[src/rtl/tskvf_pkg.sv]
// Shared types and constants for the two-state Kalman velocity filter.
// No dependencies.
`default_nettype none
package tskvf_pkg;

    localparam int DT_BITS = 16;

    typedef enum logic [1:0] {
        REG_PERIOD = 2'd0,
        REG_VNOISE = 2'd1,
        REG_ANOISE = 2'd2,
        REG_MNOISE = 2'd3
    } t_reg_idx;

    // operation codes for one datapath step
    typedef enum logic [4:0] {
        OP_NONE = 5'd0,
        OP_DT2 = 5'd1,
        OP_VP = 5'd2,
        OP_P00A = 5'd3,
        OP_P00B = 5'd4,
        OP_P01 = 5'd5,
        OP_P00F = 5'd6,
        OP_S = 5'd7,
        OP_DIVK0 = 5'd8,
        OP_DIVK1 = 5'd9,
        OP_Y = 5'd10,
        OP_VEL = 5'd11,
        OP_ACC = 5'd12,
        OP_CVV = 5'd13,
        OP_CVA = 5'd14,
        OP_CAV = 5'd15,
        OP_CAA = 5'd16,
        OP_LOAD = 5'd17,
        OP_WB = 5'd18
    } t_op;

    typedef struct packed {
        t_op  op;
        logic start;
    } t_cmd;

    typedef struct packed {
        logic busy;
    } t_stat;

endpackage
`default_nettype wire

[src/rtl/tskvf_ctrl.sv]
// Sequencer for predict and update steps and the handshakes.
// Depends on tskvf_pkg.
`default_nettype none
module tskvf_ctrl (
    input  wire logic             i_clk,
    input  wire logic             i_rst_n,
    input  wire logic             i_valid,
    output logic                  o_ready,
    output logic                  o_valid,
    input  wire logic             i_ready,
    output tskvf_pkg::t_cmd       o_cmd,
    input  wire tskvf_pkg::t_stat i_stat
);
    import tskvf_pkg::*;

    typedef enum logic [2:0] {
        ST_IDLE, ST_SEQ, ST_DIV0, ST_DIV1, ST_OUT
    } t_state;

    t_state r_st;
    t_op    r_op;
    logic   r_valid;
    logic   w_fire;

    assign w_fire  = i_valid && o_ready;
    assign o_ready = (r_st == ST_IDLE) || (r_st == ST_OUT && i_ready);
    assign o_valid = r_valid;
    assign o_cmd.op = w_fire ? OP_LOAD : r_op;
    assign o_cmd.start = ((r_st == ST_SEQ) && (r_op == OP_DIVK0)) ||
                         ((r_st == ST_DIV0) && !i_stat.busy && (r_op == OP_DIVK1));

    always_ff @(posedge i_clk) begin
        if (!i_rst_n) begin
            r_st <= ST_IDLE;
            r_op <= OP_NONE;
            r_valid <= 1'b0;
        end else begin
            unique case (r_st)
                ST_IDLE: begin
                    if (w_fire) begin
                        r_st <= ST_SEQ;
                        r_op <= OP_DT2;
                    end
                end
                ST_OUT: begin
                    if (i_ready) r_valid <= 1'b0;
                    if (w_fire) begin
                        r_st <= ST_SEQ;
                        r_op <= OP_DT2;
                    end else if (i_ready) begin
                        r_st <= ST_IDLE;
                    end
                end
                ST_SEQ: begin
                    unique case (r_op)
                        OP_DIVK0: begin r_st <= ST_DIV0; end
                        OP_CAA: r_op <= OP_WB;
                        OP_WB: begin
                            r_op <= OP_NONE;
                            r_st <= ST_OUT;
                            r_valid <= 1'b1;
                        end
                        default: r_op <= t_op'(r_op + 5'd1);
                    endcase
                end
                ST_DIV0: begin
                    if (!i_stat.busy) begin
                        if (r_op == OP_DIVK0) r_op <= OP_DIVK1;
                        else r_st <= ST_DIV1;
                    end
                end
                ST_DIV1: begin
                    if (!i_stat.busy) begin
                        r_op <= OP_Y;
                        r_st <= ST_SEQ;
                    end
                end
                default: r_st <= ST_IDLE;
            endcase
        end
    end
endmodule
`default_nettype wire

[config.mk]
export PLATFORM = sky130hd
export DESIGN_NAME = tskvf_ctrl
export DESIGN_NICKNAME = d
export VERILOG_FILES = /design/src/rtl/tskvf_pkg.sv /design/src/rtl/tskvf_ctrl.sv
export SDC_FILE = /design/constraint.sdc
export NUM_CORES = 1
export LEC_CHECK = 0
export BUFFER_PORTS_ARGS = -buffer_cell sky130_fd_sc_hd__buf_2
export CORE_MARGIN = 2
export CORE_UTILIZATION = 58
export DETAILED_ROUTE_END_ITERATION = 10
export GPL_TIMING_DRIVEN = 1
export PLACE_DENSITY = 0.82
export SYNTH_ARGS = -nofsm -noshare
export SYNTH_HDL_FRONTEND = slang
export SYNTH_SLANG_ARGS = --single-unit
export TNS_END_PERCENT = 50
[constraint.sdc]
create_clock -name i_clk -period 3.4 [get_ports i_clk]
set_clock_uncertainty 0.05 [all_clocks]
set_input_delay 0.17 -clock i_clk [delete_from_list [all_inputs] [get_ports i_clk]]
set_output_delay 0.17 -clock i_clk [all_outputs]
set_load 0.05 [all_outputs]
# Word-level counts from Yosys, hierarchy flattened
# Index checks and enable logic that the tools add are counted.
[totals]
elab_cells = 56
ff_bits = 9
inputBits = 5
[classes]
mux = 18
n_eq_ne = 19
n_addsub = 1
reduce_logical = 15
[op_table]
columns = ["op", "count"]
rows = [
  ["$mux 5", 5],
  ["$pmux 5 s4", 1],
  ["$mux 3", 6],
  ["$pmux 3 s5", 1],
  ["$pmux 5 s3", 1],
  ["$ne 2x2->1 const B", 6],
  ["$reduce_and 6->1", 2],
  ["$eq 5x4->1 const B", 2],
  ["$eq 5x5->1 const B", 2],
  ["$eq 3x2->1 const B", 2],
  ["$ne 2x1->1 const B", 3],
  ["$pmux 3 s2", 1],
  ["$add 5x1->5 const B", 1],
  ["$logic_and 1x1->1", 5],
  ["$reduce_bool 4->1", 1],
  ["$eq 3x1->1 const B", 1],
  ["$eq 3x3->1 const B", 1],
  ["$logic_not 3->1", 1],
  ["$ne 3x1->1 const B", 1],
  ["$ne 3x3->1 const B", 1],
  ["$reduce_and 3->1", 1],
  ["$logic_or 1x1->1", 2],
  ["$mux 1", 2],
  ["$pmux 1 s2", 1],
  ["other kinds (3)", 3],
]

# Longest topological paths before layout
[logic_depth]
depth_word = 6
depth_mapped = 6

# Worst setup path before layout
# No wires, ideal clock.
[synth_path]
path_kind = "reg-to-output"
from = "reg r_st[1]"
to = "out o_cmd[0] (netlist bit)"
required_ps = 3180
stages_incl_launch_ff = 6
arrival_time_ps = 1992
slack_ps = 1188
n_path_buf = 1
cell_sequence = "dfxtp_1 > buf_2 > inv_1 > nor4b_1 > a21oi_1 > nor3_1"
[synth_rtl]
columns = ["element", "line_no", "source"]
rows = [
  ["start: declaration", "tskvf_ctrl.sv:20", "t_state r_st;"],
  ["start signal: assignment", "tskvf_ctrl.sv:34", "r_st <= ST_IDLE;"],
  ["start signal: assignment", "tskvf_ctrl.sv:41", "r_st <= ST_SEQ;"],
  ["start signal: assignment", "tskvf_ctrl.sv:48", "r_st <= ST_SEQ;"],
  ["end: declaration", "tskvf_ctrl.sv:11", "output tskvf_pkg::t_cmd o_cmd,"],
]

==> run summary <==
The run finished with clean final reports. For this configuration, the core starts out at a cell density of 61.05%. The logs give 0 for the count of endpoints failing hold in the final timing report and 209.5 uV for the largest vdd supply drop. For the setup TNS, the log shows 0 ps. The clock transition at the registers of the reported paths is 60 ps, and the number of iterations in the first detailed-routing pass is 4. The signal on the critical path passes through inv_1 > nor4b_1 > a21oi_1 > nor3_1 > buf_2. The register share of total power is 38.5%. For this design, the slowest cell found on the critical path is sky130_fd_sc_hd__dfxtp_1. The capture point of the worst reg-to-reg path was r_op[1]$_SDFFE_PN0P_. Wires add up to 1.979 mm.

Ranked by total cell area, the synthesized netlist is headed by sky130_fd_sc_hd__dfxtp_1 23%, sky130_fd_sc_hd__ha_1 6.4%, sky130_fd_sc_hd__a21oi_1 4.5%, sky130_fd_sc_hd__nand3_1 3.8%, sky130_fd_sc_hd__nand2_1 3.8%. The tools report the clock sink count as 9. The clock passes through at most 2 buffers.

Dividing total power by cell area gives a power density of 366.9 nW/um2. Last element of the critical path: o_cmd[0]. The overall die height is 40.78 um, and the static leakage power is 0.3222 nW. The first global-routing pass estimated 2.808 mm of wire.

In the synthesized netlist the dominant register cell turns out to be sky130_fd_sc_hd__dfxtp_1. Counting both buffers and inverters, the worst setup path holds a total of 2. The synthesized netlist devotes 0% of its cell area to XOR and XNOR gates. Entering global routing, the biggest net connects 15 pins. The die is 40.78 um wide.

The run gives 41 as the detailed router's first-iteration violation count. The maximum cell stage delay along the critical path is 540 ps, and the area fraction in and, or, nand and nor cells after synthesis is 40.03%. The total setup buffers inserted after CTS came out at 0. Mean post-synth cell area: 7.845 um2. The mux cell area share after synthesis was 1.435%; the initial antenna violation count was 0. The worst hold path class is in2reg. The library cells used most frequently in the layout, excluding fill and tap cells, are 12 x sky130_fd_sc_hd__buf_2, 9 x sky130_fd_sc_hd__dfxtp_1, 8 x sky130_fd_sc_hd__nand2_1. For the setup-violating endpoint count in the final report, the log shows 0. Cell type with the highest aggregate area in the netlist: sky130_fd_sc_hd__dfxtp_1.

The cell count of the worst reg-to-reg path was 6. STA classifies the critical path startpoint as a flop. The clock network burns 26.7% of the power. The synthesized net count is 109. After synthesis the netlist holds a flip-flop and latch count of 9. The most common library cell in the layout ignoring fill and taps is sky130_fd_sc_hd__buf_2.

The number of antenna repair diodes was 0; the proportion of synthesized chip area in sequential cells was 22.97%. The total overflow left after global routing is 0. After detailed placement, the design holds a cell count of 121.

The arrival time at the worst endpoint was 1900 ps. For the placement row count, the log shows 13. Clock tree synthesis inserted a total of 3 buffers. The wire length per cell is 15.83 um, and the achievable frequency is 472.1 MHz. Required time of the critical path: 3180 ps. After the flow finishes, the layout carries non-filler instances totaling 125. The relative slew slack is 61.85%. Synthesis handed over a netlist of 100 instances. The detail route stage leaves a number of antenna-violating nets equal to 0. The run gives 1500 ps as the setup slack of the worst register-to-register path. At the later pin of the worst-skew pair, clock insertion delay measures 260 ps.

The run gives 1 as the maximum level of the CTS H-tree. Gates resized during post-CTS repair numbered 0. The complex-gate fraction of the synthesized area is 22.01%. The run gives 120 as the total number of nets in the final design.

The synthesized design contains 0 enable-type register cells. In this run the clock root is driven by a sky130_fd_sc_hd__clkbuf_4. The kind of end point of the critical path was an output pin. Of all flip-flops after synthesis, the portion carrying an async set or reset was 0%. The number of logic stages on the critical path including buffering was 5.

Setup repair after global routing left no endpoint under its margin. The run gives 0.0001184 W as the switching power. The final max-slew violation count came out at 0. The number of buffers inserted for hold repair after clock tree synthesis was 0; the combinational share of power was 34.9%. Broken down by cell family, the worst path's largest delay share belongs to simple AND/OR/NAND/NOR gates. The internal power of the cells totals 0.0001956 W. The number of global-route vias before repair was 620.

The maximum net fanout on the critical path is 12, and the number of distinct standard cells referenced by the synthesized netlist is 37. TritonCTS built the clock tree. The I/O pin total is 13, and the core area is 1285 um2.

The smallest clock period supported by the final layout is computed as 2118 ps. The largest family of logic cells by synthesized area is simple AND/OR/NAND/NOR gates. The synthesized-area fraction occupied by adder cells was 6.380%; the synthesis warning total was 0. Routability-driven placement finished with a final weighted congestion of 0.8830. The tools report the global-route usage over all layers as 26.42%. The layout cell share with drive strength beyond 1 is 20.00%.

The die covers 1663 um2. The synthesized netlist occupies a cell area of 784.5 um2. For this run, design rule violations remaining after detail routing come to 0. Port buffering added 12 buffers.

The worst register-to-register path begins at r_op[0]$_SDFFE_PN0P_. The worst setup path is of the reg2out kind. Relative to the synthesized area, the layout overhead comes to 9.091%.

Dividing the detail-routed via count by the number of cells gives 6.360. The top cell type by area accounts for 22.97% of the synthesized area. The placed wire-length estimate after detailed placement was 1.437 mm. The routed layout has 795 vias. The transition at the pin with the smallest max-transition slack was 564.5 ps.

The count of max-cap constraint violations is 0, and the net switching share of the total power is 37.69%. Tracing the worst setup path back leads to its startpoint at r_st[1]$_SDFFE_PN0P_. Of the available clock period, the critical path in the final layout requires 62.30%.
-- power by group through the flow --
stage | sequential [W] | combinational [W] | clock (W)
6_report | 0.000121 | 0.000110 | 0.0000837
5_1_grt | 0.000121 | 0.000119 | 0.0000923
4_1_cts | 0.000120 | 0.000108 | 0.0000864
3_5_place_dp | 0.000123 | 0.000108 | 0
3_3_place_gp | 0.000122 | 0.000106 | 0
2_1_floorplan | 0.000116 | 0.0000918 | 0
-- per-layer routing --
layer,vias to the layer above,GRT usage [%],part of all wire [%]
met5,-,0,0
met4,0,15.83,1.8
met3,6,4.891,5.5
met2,34,40.08,48
met1,364,34.44,44
li1,391,-,-
-- layout make-up --
| cell class | count | area, um2 |
|---|---|---|
| sequential | 9 | 180.2 |
| multi-input combinational | 79 | 548.0 |
| tap | 15 | 18.77 |
| clock buffer | 4 | 26.28 |
| timing repair buffer | 12 | 60.06 |
| inverter | 6 | 22.52 |
| fill | 114 | 429.2 |
-- cell usage after synthesis, types with 3 or more instances --
| master | instances |
|---|---|
| sky130_fd_sc_hd__a21oi_1 | 7 |
| sky130_fd_sc_hd__a211oi_1 | 3 |
| sky130_fd_sc_hd__inv_1 | 6 |
| sky130_fd_sc_hd__dfxtp_1 | 9 |
| sky130_fd_sc_hd__o21ai_0 | 3 |
| sky130_fd_sc_hd__nand3b_1 | 3 |
| sky130_fd_sc_hd__nor3_1 | 3 |
| sky130_fd_sc_hd__nor2_1 | 6 |
| sky130_fd_sc_hd__buf_2 | 3 |
| sky130_fd_sc_hd__nand3_1 | 6 |
| sky130_fd_sc_hd__nand2_1 | 8 |
| sky130_fd_sc_hd__ha_1 | 4 |
| sky130_fd_sc_hd__nand2b_1 | 4 |
-- metrics by stage --
step | hold WS (ps) | setup slack [ps] | cell area (um2) | total power (W) | util [%]
finish | 186.0 | 1282 | 855.8 | 0.0003140 | 66.60
global route | 187.8 | 1105 | 855.8 | 0.0003325 | 66.60
CTS | 178.9 | 1273 | 855.8 | 0.0003148 | 66.60
detailed placement | 453.1 | 1558 | 829.5 | 0.0002302 | 64.56
global placement | 443.5 | 1613 | 829.5 | 0.0002273 | 64.56
floorplan | 258.3 | 1188 | 784.5 | 0.0002082 | -
-- sequential cells by signal (all words and copies together), names as in the netlist --
signal,cells
r_st,3
r_op,5
o_valid,1
-- how the worst min path moves through the flow --
stage | startpoint | endpoint | slack (ps) | depth (start not counted)
finish | i_rst_n | r_op[2]$_SDFFE_PN0P_ | 190 | 3
global route | i_rst_n | r_op[4]$_SDFFE_PN0P_ | 190 | 3
CTS | i_rst_n | r_op[2]$_SDFFE_PN0P_ | 180 | 3
detailed placement | i_rst_n | r_op[4]$_SDFFE_PN0P_ | 450 | 3
global placement | i_rst_n | r_op[4]$_SDFFE_PN0P_ | 440 | 3
floorplan | i_rst_n | r_op[4]$_SDFFE_PN0P_ | 260 | 2
-- kinds of logic after synthesis --
group	Yosys count
AO/OA/AOI/OAI	25
buffers and inverters	12
multiplexers	1
AND/OR/NAND/NOR	49
adder cells (fa/ha/maj)	4
flip-flops	9
-- tightest hold or removal path: stages --
cell and delay, ps:
sky130_fd_sc_hd__buf_2 150, sky130_fd_sc_hd__nand2_1 70, sky130_fd_sc_hd__o32ai_1 60
Power figures use the tool's default switching activity.
